## src/rtl/ffsa_pkg.sv

```systemverilog
// Package for the first-fit segment allocator.
// Holds status codes, field widths and parameter defaults; no dependencies.
`timescale 1ns / 1ps
package ffsa_pkg;

  localparam int unsigned MaxSegmentsDefault = 32;
  localparam int unsigned SizeBitsDefault    = 16;

  localparam int unsigned KindW   = 1;
  localparam int unsigned ReqW    = 16;
  localparam int unsigned PidW    = 8;
  localparam int unsigned StatusW = 3;
  localparam int unsigned TotalW  = 16;
  localparam int unsigned CfgW    = 16;

  localparam logic [KindW-1:0] KindAlloc = 1'b0;
  localparam logic [KindW-1:0] KindFree  = 1'b1;

  localparam logic [StatusW-1:0] StAllocated = 3'd0;
  localparam logic [StatusW-1:0] StNoFit     = 3'd1;
  localparam logic [StatusW-1:0] StFreed     = 3'd2;
  localparam logic [StatusW-1:0] StNotFound  = 3'd3;
  localparam logic [StatusW-1:0] StTableFull = 3'd4;

  localparam logic [CfgW-1:0] TotalUnitsReset = 16'd1024;

endpackage

```

## src/rtl/ffsa_if.sv

```systemverilog
// Valid/ready channel interfaces for the first-fit segment allocator.
// Request, result and configuration channels; depends on ffsa_pkg.
`timescale 1ns / 1ps
interface ffsa_req_if;
  logic                           valid;
  logic                           ready;
  logic [ffsa_pkg::KindW-1:0]     kind;
  logic [ffsa_pkg::ReqW-1:0]      request_size;
  logic [ffsa_pkg::PidW-1:0]      owner_id;
  modport source (output valid, kind, request_size, owner_id, input ready);
  modport sink   (input valid, kind, request_size, owner_id, output ready);
endinterface

interface ffsa_res_if;
  logic                           valid;
  logic                           ready;
  logic [ffsa_pkg::StatusW-1:0]   status;
  logic [ffsa_pkg::TotalW-1:0]    free_total;
  modport source (output valid, status, free_total, input ready);
  modport sink   (input valid, status, free_total, output ready);
endinterface

interface ffsa_cfg_if;
  logic                           valid;
  logic                           ready;
  logic [ffsa_pkg::CfgW-1:0]      data;
  modport source (output valid, data, input ready);
  modport sink   (input valid, data, output ready);
endinterface

```

## src/rtl/first_fit_segment_allocator.sv

```systemverilog
// First-fit segment allocator; depends on ffsa_pkg and ffsa_if.
// An allocate scans from index 0 for the first free segment that fits; an exact fit writes the hit
// entry, a split shifts the later entries up, then writes the remainder and the hit entry. A free
// merges the owner's first segment with free neighbours and copies the later entries down.
// Throughput: one transaction in flight; the next is accepted at the earliest at the edge that
// takes the result. Reset or a total_units write gives one free segment at once, no clearing pass.
`timescale 1ns / 1ps
module first_fit_segment_allocator #(
  parameter int unsigned MAX_SEGMENTS = ffsa_pkg::MaxSegmentsDefault,
  parameter int unsigned SIZE_BITS    = ffsa_pkg::SizeBitsDefault
) (
  input  logic       clk_i,
  input  logic       rst_ni,
  ffsa_cfg_if.sink   cfg_i,
  ffsa_req_if.sink   req_i,
  ffsa_res_if.source res_o
);

  localparam int unsigned IdxW = $clog2(MAX_SEGMENTS);
  localparam int unsigned CntW = $clog2(MAX_SEGMENTS + 1);
  localparam int unsigned OwnW = ffsa_pkg::PidW;
  localparam int unsigned EntW = SIZE_BITS + 1 + OwnW;

  localparam logic [2:0] S_IDLE   = 3'd0;
  localparam logic [2:0] S_SCAN   = 3'd1;
  localparam logic [2:0] S_SHIFT  = 3'd2;
  localparam logic [2:0] S_SPLIT  = 3'd3;
  localparam logic [2:0] S_WRITE  = 3'd4;
  localparam logic [2:0] S_RIGHT  = 3'd5;
  localparam logic [2:0] S_MERGE  = 3'd6;
  localparam logic [2:0] S_COPY   = 3'd7;

  logic [EntW-1:0] mem_q [MAX_SEGMENTS];
  logic [EntW-1:0] rdata_q;
  logic [IdxW-1:0] ra_q;
  logic [IdxW-1:0] rd_addr;
  logic            we;
  logic [IdxW-1:0] wa;
  logic [EntW-1:0] wd;

  logic [2:0]                    state_q, state_d;
  logic [CntW-1:0]               count_q, count_d;
  logic [CntW-1:0]               idx_q, idx_d;
  logic [CntW-1:0]               ptr_q, ptr_d;
  logic [IdxW-1:0]               hi_q, hi_d;
  logic [IdxW-1:0]               base_q, base_d;
  logic [SIZE_BITS-1:0]          hsz_q, hsz_d;
  logic [SIZE_BITS-1:0]          msz_q, msz_d;
  logic [SIZE_BITS-1:0]          psz_q, psz_d;
  logic                          pfree_q, pfree_d;
  logic [1:0]                    rem_q, rem_d;
  logic [SIZE_BITS-1:0]          total_q;
  logic [SIZE_BITS-1:0]          fsum_q, fsum_d;
  logic                          init_q, init_d;
  logic [ffsa_pkg::KindW-1:0]    kind_q;
  logic [SIZE_BITS-1:0]          req_q;
  logic [OwnW-1:0]               pid_q;
  logic                          out_valid_q;
  logic [ffsa_pkg::StatusW-1:0]  out_status_q;
  logic [SIZE_BITS-1:0]          out_total_q;

  logic                          fin;
  logic [ffsa_pkg::StatusW-1:0]  fin_status;
  logic [EntW-1:0]               ent;
  logic [SIZE_BITS-1:0]          ent_size;
  logic                          ent_free;
  logic [OwnW-1:0]               ent_owner;
  logic                          req_acc;
  logic                          cfg_acc;
  logic [CntW:0]                 nptr;

  assign cfg_i.ready = 1'b1;
  assign cfg_acc     = cfg_i.valid;
  assign req_i.ready = (state_q == S_IDLE) && (!out_valid_q || res_o.ready);
  assign req_acc     = req_i.valid && req_i.ready;

  assign res_o.valid      = out_valid_q;
  assign res_o.status     = out_status_q;
  assign res_o.free_total = ffsa_pkg::TotalW'(out_total_q);

  assign ent = (init_q && ra_q == '0) ? {total_q, 1'b1, {OwnW{1'b0}}} : rdata_q;
  assign ent_size  = ent[EntW-1 -: SIZE_BITS];
  assign ent_free  = ent[OwnW];
  assign ent_owner = ent[OwnW-1:0];

  always_comb begin
    state_d    = state_q;
    count_d    = count_q;
    idx_d      = idx_q;
    ptr_d      = ptr_q;
    hi_d       = hi_q;
    base_d     = base_q;
    hsz_d      = hsz_q;
    msz_d      = msz_q;
    psz_d      = psz_q;
    pfree_d    = pfree_q;
    rem_d      = rem_q;
    fsum_d     = fsum_q;
    init_d     = init_q;
    rd_addr    = '0;
    we         = 1'b0;
    wa         = '0;
    wd         = '0;
    fin        = 1'b0;
    fin_status = ffsa_pkg::StNoFit;
    nptr       = '0;
    case (state_q)
      S_IDLE: begin
        if (req_acc) begin
          idx_d   = '0;
          pfree_d = 1'b0;
          psz_d   = '0;
          state_d = S_SCAN;
        end
      end
      S_SCAN: begin
        rd_addr = IdxW'(idx_q + 1'b1);
        if (idx_q >= count_q || (kind_q == ffsa_pkg::KindAlloc && req_q == '0)) begin
          fin        = 1'b1;
          fin_status = (kind_q == ffsa_pkg::KindAlloc) ? ffsa_pkg::StNoFit
                                                       : ffsa_pkg::StNotFound;
          state_d    = S_IDLE;
        end else if (kind_q == ffsa_pkg::KindAlloc) begin
          if (ent_free && ent_size >= req_q) begin
            hi_d  = IdxW'(idx_q);
            hsz_d = ent_size;
            if (ent_size == req_q) begin
              state_d = S_WRITE;
            end else if (count_q == CntW'(MAX_SEGMENTS)) begin
              fin        = 1'b1;
              fin_status = ffsa_pkg::StTableFull;
              state_d    = S_IDLE;
            end else if (count_q > idx_q + 1'b1) begin
              ptr_d   = count_q;
              rd_addr = IdxW'(count_q - 1'b1);
              state_d = S_SHIFT;
            end else begin
              state_d = S_SPLIT;
            end
          end else begin
            idx_d = idx_q + 1'b1;
          end
        end else begin
          if (!ent_free && ent_owner == pid_q) begin
            hi_d   = IdxW'(idx_q);
            fsum_d = fsum_q + ent_size;
            if (pfree_q && idx_q != '0) begin
              base_d = IdxW'(idx_q - 1'b1);
              msz_d  = ent_size + psz_q;
              rem_d  = 2'd1;
            end else begin
              base_d = IdxW'(idx_q);
              msz_d  = ent_size;
              rem_d  = 2'd0;
            end
            if (idx_q + 1'b1 < count_q) begin
              state_d = S_RIGHT;
            end else begin
              state_d = S_MERGE;
            end
          end else begin
            pfree_d = ent_free;
            psz_d   = ent_size;
            idx_d   = idx_q + 1'b1;
          end
        end
      end
      S_SHIFT: begin
        we    = 1'b1;
        wa    = IdxW'(ptr_q);
        wd    = ent;
        ptr_d = ptr_q - 1'b1;
        if (ptr_q - 1'b1 > CntW'(hi_q) + 1'b1) begin
          rd_addr = IdxW'(ptr_q - 2'd2);
        end else begin
          state_d = S_SPLIT;
        end
      end
      S_SPLIT: begin
        we      = 1'b1;
        wa      = hi_q + 1'b1;
        wd      = {SIZE_BITS'(hsz_q - req_q), 1'b1, {OwnW{1'b0}}};
        count_d = count_q + 1'b1;
        state_d = S_WRITE;
      end
      S_WRITE: begin
        we         = 1'b1;
        wa         = hi_q;
        wd         = {req_q, 1'b0, pid_q};
        fsum_d     = fsum_q - req_q;
        fin        = 1'b1;
        fin_status = ffsa_pkg::StAllocated;
        state_d    = S_IDLE;
      end
      S_RIGHT: begin
        if (ent_free) begin
          msz_d = msz_q + ent_size;
          rem_d = rem_q + 1'b1;
        end
        state_d = S_MERGE;
      end
      S_MERGE: begin
        we    = 1'b1;
        wa    = base_q;
        wd    = {msz_q, 1'b1, {OwnW{1'b0}}};
        ptr_d = CntW'(base_q) + 1'b1;
        nptr  = (CntW + 1)'(base_q) + 1'b1 + rem_q;
        if (rem_q == '0) begin
          fin        = 1'b1;
          fin_status = ffsa_pkg::StFreed;
          state_d    = S_IDLE;
        end else if (nptr < (CntW + 1)'(count_q)) begin
          rd_addr = IdxW'(nptr);
          state_d = S_COPY;
        end else begin
          count_d    = count_q - rem_q;
          fin        = 1'b1;
          fin_status = ffsa_pkg::StFreed;
          state_d    = S_IDLE;
        end
      end
      S_COPY: begin
        we    = 1'b1;
        wa    = IdxW'(ptr_q);
        wd    = ent;
        ptr_d = ptr_q + 1'b1;
        nptr  = (CntW + 1)'(ptr_q) + 1'b1 + rem_q;
        if (nptr < (CntW + 1)'(count_q)) begin
          rd_addr = IdxW'(nptr);
        end else begin
          count_d    = count_q - rem_q;
          fin        = 1'b1;
          fin_status = ffsa_pkg::StFreed;
          state_d    = S_IDLE;
        end
      end
      default: begin
        state_d = S_IDLE;
      end
    endcase
    if (we && wa == '0) begin
      init_d = 1'b0;
    end
  end

  always_ff @(posedge clk_i) begin
    if (we) begin
      mem_q[wa] <= wd;
    end
    rdata_q <= mem_q[rd_addr];
  end

  always_ff @(posedge clk_i or negedge rst_ni) begin
    if (!rst_ni) begin
      state_q     <= S_IDLE;
      count_q     <= CntW'(1);
      total_q     <= SIZE_BITS'(ffsa_pkg::TotalUnitsReset);
      fsum_q      <= SIZE_BITS'(ffsa_pkg::TotalUnitsReset);
      init_q      <= 1'b1;
      out_valid_q <= 1'b0;
      ra_q        <= '0;
    end else begin
      state_q <= state_d;
      ra_q    <= rd_addr;
      if (cfg_acc) begin
        total_q <= SIZE_BITS'(cfg_i.data);
        fsum_q  <= SIZE_BITS'(cfg_i.data);
        count_q <= CntW'(1);
        init_q  <= 1'b1;
      end else begin
        fsum_q  <= fsum_d;
        count_q <= count_d;
        init_q  <= init_d;
      end
      if (fin) begin
        out_valid_q <= 1'b1;
      end else if (res_o.ready) begin
        out_valid_q <= 1'b0;
      end
    end
  end

  always_ff @(posedge clk_i) begin
    idx_q   <= idx_d;
    ptr_q   <= ptr_d;
    hi_q    <= hi_d;
    base_q  <= base_d;
    hsz_q   <= hsz_d;
    msz_q   <= msz_d;
    psz_q   <= psz_d;
    pfree_q <= pfree_d;
    rem_q   <= rem_d;
    if (req_acc) begin
      kind_q <= req_i.kind;
      req_q  <= SIZE_BITS'(req_i.request_size);
      pid_q  <= req_i.owner_id;
    end
    if (fin) begin
      out_status_q <= fin_status;
      out_total_q  <= fsum_d;
    end
  end

  a_count_range: assert property (@(posedge clk_i) disable iff (!rst_ni)
    count_q >= CntW'(1) && count_q <= CntW'(MAX_SEGMENTS))
    else $error("segment count out of range");

  a_init_single: assert property (@(posedge clk_i) disable iff (!rst_ni)
    init_q && state_q == S_IDLE |-> count_q == CntW'(1))
    else $error("table override active with more than one segment");

  a_accept_busy: assert property (@(posedge clk_i) disable iff (!rst_ni)
    req_acc |=> state_q == S_SCAN)
    else $error("accepted transaction did not start a scan");

  a_fin_idle: assert property (@(posedge clk_i) disable iff (!rst_ni)
    fin |=> state_q == S_IDLE && out_valid_q)
    else $error("finished transaction not presented");

endmodule

```

## src/flat_wrapper.sv

```systemverilog
// flat-port wrapper written by rule: the top's interface ports become plain ports
module first_fit_segment_allocator_flat 
#(
  parameter int unsigned MAX_SEGMENTS = ffsa_pkg::MaxSegmentsDefault,
  parameter int unsigned SIZE_BITS    = ffsa_pkg::SizeBitsDefault
)
  (clk_i, rst_ni, cfg_i_valid, cfg_i_data, cfg_i_ready, req_i_valid, req_i_kind, req_i_request_size, req_i_owner_id, req_i_ready, res_o_valid, res_o_status, res_o_free_total, res_o_ready);
  ffsa_cfg_if cfg_i_i ();
  ffsa_req_if req_i_i ();
  ffsa_res_if res_o_i ();
  input  logic clk_i;
  input  logic rst_ni;
  input wire logic [$bits(cfg_i_i.valid)-1:0] cfg_i_valid;
  input wire logic [$bits(cfg_i_i.data)-1:0] cfg_i_data;
  output wire logic [$bits(cfg_i_i.ready)-1:0] cfg_i_ready;
  input wire logic [$bits(req_i_i.valid)-1:0] req_i_valid;
  input wire logic [$bits(req_i_i.kind)-1:0] req_i_kind;
  input wire logic [$bits(req_i_i.request_size)-1:0] req_i_request_size;
  input wire logic [$bits(req_i_i.owner_id)-1:0] req_i_owner_id;
  output wire logic [$bits(req_i_i.ready)-1:0] req_i_ready;
  output wire logic [$bits(res_o_i.valid)-1:0] res_o_valid;
  output wire logic [$bits(res_o_i.status)-1:0] res_o_status;
  output wire logic [$bits(res_o_i.free_total)-1:0] res_o_free_total;
  input wire logic [$bits(res_o_i.ready)-1:0] res_o_ready;
  assign cfg_i_i.valid = cfg_i_valid;
  assign cfg_i_i.data = cfg_i_data;
  assign cfg_i_ready = cfg_i_i.ready;
  assign req_i_i.valid = req_i_valid;
  assign req_i_i.kind = req_i_kind;
  assign req_i_i.request_size = req_i_request_size;
  assign req_i_i.owner_id = req_i_owner_id;
  assign req_i_ready = req_i_i.ready;
  assign res_o_valid = res_o_i.valid;
  assign res_o_status = res_o_i.status;
  assign res_o_free_total = res_o_i.free_total;
  assign res_o_i.ready = res_o_ready;
  first_fit_segment_allocator #(.MAX_SEGMENTS(MAX_SEGMENTS), .SIZE_BITS(SIZE_BITS)) u_core (.clk_i(clk_i), .rst_ni(rst_ni), .cfg_i(cfg_i_i), .req_i(req_i_i), .res_o(res_o_i));
endmodule
```

## config.mk

```make
export PLATFORM = sky130hd
export DESIGN_NAME = first_fit_segment_allocator_flat
export DESIGN_NICKNAME = d
export VERILOG_FILES = /design/src/rtl/ffsa_pkg.sv /design/src/rtl/ffsa_if.sv /design/src/rtl/first_fit_segment_allocator.sv /design/src/flat_wrapper.sv
export SDC_FILE = /design/constraint.sdc
export NUM_CORES = 2
export LEC_CHECK = 0
export BUFFER_PORTS_ARGS = -buffer_cell sky130_fd_sc_hd__buf_2
export CAP_MARGIN = 25
export CORE_ASPECT_RATIO = 0.5
export CORE_MARGIN = 2
export CORE_UTILIZATION = 63
export DETAILED_ROUTE_END_ITERATION = 8
export MAX_ROUTING_LAYER = met4
export PLACE_DENSITY = 0.8
export SLEW_MARGIN = 30
export SYNTH_ARGS = -nofsm -noshare
export SYNTH_HDL_FRONTEND = slang
export SYNTH_SLANG_ARGS = --single-unit
```

## constraint.sdc

```tcl
create_clock -name clk_i -period 6.8 [get_ports clk_i]
set_input_delay 1.36 -clock clk_i [delete_from_list [all_inputs] [get_ports clk_i]]
set_output_delay 1.36 -clock clk_i [all_outputs]
set_load 0.05 [all_outputs]
```

==> qor_table.md <==
| Item | Value | Unit |
|---|---|---|
| I/O pin cnt | 68 | - |
| Peak supply drop | 0.3694 | mV |
| Most common cell after layout, fill and taps aside | edfxtp_1 | - |
| Final GP Congestion | 0.9833 | - |
| Number of enable flip-flop cells after synthesis | 917 | - |
| Static leakage | 19.50 | nW |
| Register clock-pin slew on the reported worst setup and hold paths | 0.07 | ns |
| Synth Warn # | 0 | - |
| # setup viols final | 0 | - |
| Area occupied by multi-input gates | 0.01597 | mm² |
| Arrival @ worst endpoint | 6.99 | ns |
| Summed instance area of the synthesized netlist | 0.04617 | mm² |
| Worst Setup Path Type | reg2reg | - |
| Post-DR wirelength/cell | 28.79 | µm |
| Drt first-iter violations | 4953 | - |
| Adder-cell area share of the yosys netlist | 4.162 | % |
| Critical path fanouts, max | 60 | - |
| Die outline height | 195.4 | µm |
| NumNets Final | 3746 | - |
| Clock network latency to the later pin of the worst-skew pair | 0.69 | ns |
| Count of unresolved DRC violations after routing | 0 | - |
| Cell type with the highest aggregate area in the netlist | edfxtp_1 | - |
| Leading cell types by total area after synthesis | edfxtp_1 60%, mux2i_1 6.5%, ha_1 3.8% | - |
| Total nets after synthesis | 3693 | - |
| Via count of the first global-routing pass | 29790 | - |
| CP Data Required Time | 7.35 | ns |
| Synthesis-to-layout area growth | 10.78 | % |
| Diode count | 0 | - |
| Count of buffers from port buffering | 66 | - |
| Vias | 31600 | - |
| Prevailing post-synth register cell | edfxtp_1 | - |
| Final worst path period share | 94.68 | % |
| Core box area | 0.07278 | mm² |
| Synthesized instance count | 3499 | - |
| Post-synthesis register bit count | 990 | - |
| Top library cells by usage in the layout, fill and taps aside | 917 x edfxtp_1, 336 x nand2_1, 300 x mux2i_1, 158 x inv_1, 143 x a21oi_1 | - |
| Number of cell rows | 70 | - |
| Drt via density | 6.879 | - |
| Final Hold Vio Count | 0 | - |
| Die width | 386.9 | µm |
| Sequential Area | 0.02924 | mm² |
| Number of max-slew violations in the final report | 0 | - |
| Number of sinks driven by the clock tree | 990 | - |
| Post-Synthesis Mean Instance Area | 13.20 | µm² |
| Final Critical Period | 6.438 | ns |
| Fraction of synthesized cell area in xor and xnor cells | 1.973 | % |
| Largest clock skew in the final design | 0.03335 | ns |
| Overflow after GRT | 0 | - |
| Placed instance area | 0.04829 | mm² |
| Number of antenna violations at the first check in global routing | 4 | - |
| Max-slew headroom | 29.71 | % |
| Synth top area share | 59.64 | % |
| Area share of and/or/nand/nor cells after synthesis | 7.501 | % |
| All-Layer GR Usage | 35.54 | % |
| Layout filler cell count | 4654 | - |
| Multiplexer share of the synthesized area | 8.260 | % |
| Status | finished, final reports clean | - |
| Cell at the root of the clock tree | clkbuf_16 | - |
| Startpoint types | register | - |
| Number of violations of the max-capacitance limit | 0 | - |
| Iteration count of the initial detailed-routing pass | 8 | - |
| Cell Pwr Density | 479.4 | mW/mm² |
| CTS tree | yes | - |
| Post-Route WL | 132300 | µm |
| DPL Wire Length | 81580 | µm |
| Number of buffers created by CTS | 84 | - |
| Most frequent CP cell | buf_4 | - |
| Wire length of the first global-routing pass | 191500 | µm |
| CP max stage cell | a2111oi_1 | - |
| Cell chain of the critical path | nor4_2, nand3_1, buf_4, mux2i_1, inv_1, ha_1, a21oi_1, o21ai_1, a2111oi_1, a31oi_2, nand4_2, and3_4, clkinv_2, buf_4, nand2_1, a31oi_1, o21ai_0, or4b_1 | - |
| H-tree depth | 3 | - |
| Cell area after layout | 0.05115 | mm² |
| Layout cell share with drive strength beyond 1 | 12.51 | % |
| Largest family of logic cells by synthesized area | compound AO/OA/AOI/OAI gates | - |
| Remaining number of nets flagged by the antenna check after routing | 0 | - |
| Achievable Freq | 155.3 | MHz |
| Largest stage delay on the critical path | 0.84 | ns |
| Maximum number of pins on one net before global-route repair | 130 | - |
| Compound-gate portion of the synthesized area | 11.65 | % |
| Sequential cell area fraction in the yosys report | 63.34 | % |
| RSZ-0062 raised after global routing | no | - |
| Count of different cell masters after synthesis | 87 | - |
| Initial standard-cell utilization of the core | 63.44 | % |
| Worst min-delay path class | reg2reg | - |
| FFs w/ async S/R, synth | 4.848 | % |
| Slew of the pin with the lowest slew margin | 1.052 | ns |
| Crit. End Element | register | - |
| Cts hold-fix bufs | 0 | - |
| Sum of negative setup slack | 0 | ns |
| Die outline area | 0.07560 | mm² |
| Maximum buffer depth of the clock tree | 3 | - |
cell usage after synthesis (all sizes together), types with 12 or more instances:
master and count:
nand2b 13, a221o 29, nor3 36, nor2 147, a211oi 62, o211ai 16, dfrtp 44, mux2i 300
o21ai 147, buf 77, o22ai 51, dfxtp 25, clkbuf 113, nand3 53, xnor2 66, ha 140
edfxtp 917, nand4 38, and3 15, o21a 12, or4b 24, a21oi 145, a21o 24, a311o 24
mux2 72, a22o 27, xor2 38, or3 12, nand2 338, a22oi 23, a211o 52, inv 161
a31oi 110, nor2b 13
layer usage:
metal / track usage, % / share of wire (%)
met4: 11.56 / 3.3
met1: 49.24 / 38
met2: 51.55 / 44
met5: - / 0
met3: 9.362 / 14
cell families after synthesis:
kind of cell	count (synthesis)
simple gates	734
other cells	1
mux	372
compound gates	796
fa+ha+maj	149
xor+xnor	104
buf+inv	353
flops	990
timing repair:
item | CTS | global route
gates resized for setup | 0 | 1
setup endpoints to repair | 0 | 1
setup buffers | 0 | 0
path summary, 6_finish.rpt:
path / to / cells past startpoint / slack, ns / startpoint
max: u_core.rdata_q[16]$_DFF_P_ / 18 / 0.36 / u_core.ra_q[1]$_DFF_PN0_
min: u_core.init_q$_DFFE_PN1P_ / 2 / 0.52 / u_core.init_q$_DFFE_PN1P_
max reg2reg: u_core.rdata_q[16]$_DFF_P_ / 18 / 0.36 / u_core.ra_q[1]$_DFF_PN0_
min reg2reg: u_core.init_q$_DFFE_PN1P_ / 2 / 0.52 / u_core.init_q$_DFFE_PN1P_
max in group asynchronous: u_core.state_q[0]$_DFFE_PN0P_ / 2 / 5.44 / rst_ni
min in group asynchronous: u_core.count_q[5]$_DFFE_PN0P_ / 2 / 0.82 / rst_ni
stage by stage:
stage / hold WS [ns] / cells / setup WS, ns / utilization [%] / total power [mW]
floorplan: 0.4550 / 3499 / 1.669 / - / 15.97
global placement: 0.4891 / 4427 / 0.6355 / 65.89 / 18.89
detailed placement: 0.4984 / 4437 / 0.4159 / 66.35 / 19.22
CTS: 0.5105 / 4593 / 0.3538 / 70.21 / 24.20
global route: 0.5420 / 4594 / 0.1615 / 70.28 / 25.53
finish: 0.5153 / 4594 / 0.3616 / 70.28 / 24.52
critical path, delay by kind of cell, from the launching register on:
kind,cells,cell delay [ns]
AOI/OAI and AO/OA,6,1.82
and+or+nand+nor,6,1.91
buffers and inverters,4,1.35
DFF,1,0.39
muxes,1,0.41
adders and majority gates,1,0.33
report_power, final:
part	internal (mW)	total [mW]	switching [mW]	leakage [nW]
clock	2.70	4.98	2.28	1.36
sequential	7.99	8.51	0.517	9.25
combinational	3.80	11.0	7.23	8.88
total	14.5	24.5	10.0	19.5
cell type report:
class                      instances  area share, %
sequential                       990          57.17
tap                              972          2.378
timing repair buffer             157          2.544
clock inverter                    43         0.9467
clock buffer                     113          4.543
multi-input combinational       2156          31.22
inverter                         163          1.199
registers in the layout, indices dropped and copies added (netlist names), 6 cells and up:
| signal | flops |
|---|---|
| u_core.psz_q | 16 |
| u_core.fsum_q | 16 |
| u_core.req_q | 16 |
| u_core.mem_q | 800 |
| u_core.ptr_q | 6 |
| u_core.res_o.free_total | 16 |
| u_core.hsz_q | 16 |
| u_core.total_q | 16 |
| u_core.rdata_q | 25 |
| u_core.count_q | 6 |
| u_core.idx_q | 6 |
| u_core.msz_q | 16 |
| u_core.pid_q | 8 |
Note: power is estimated with default switching activity, not from simulation.
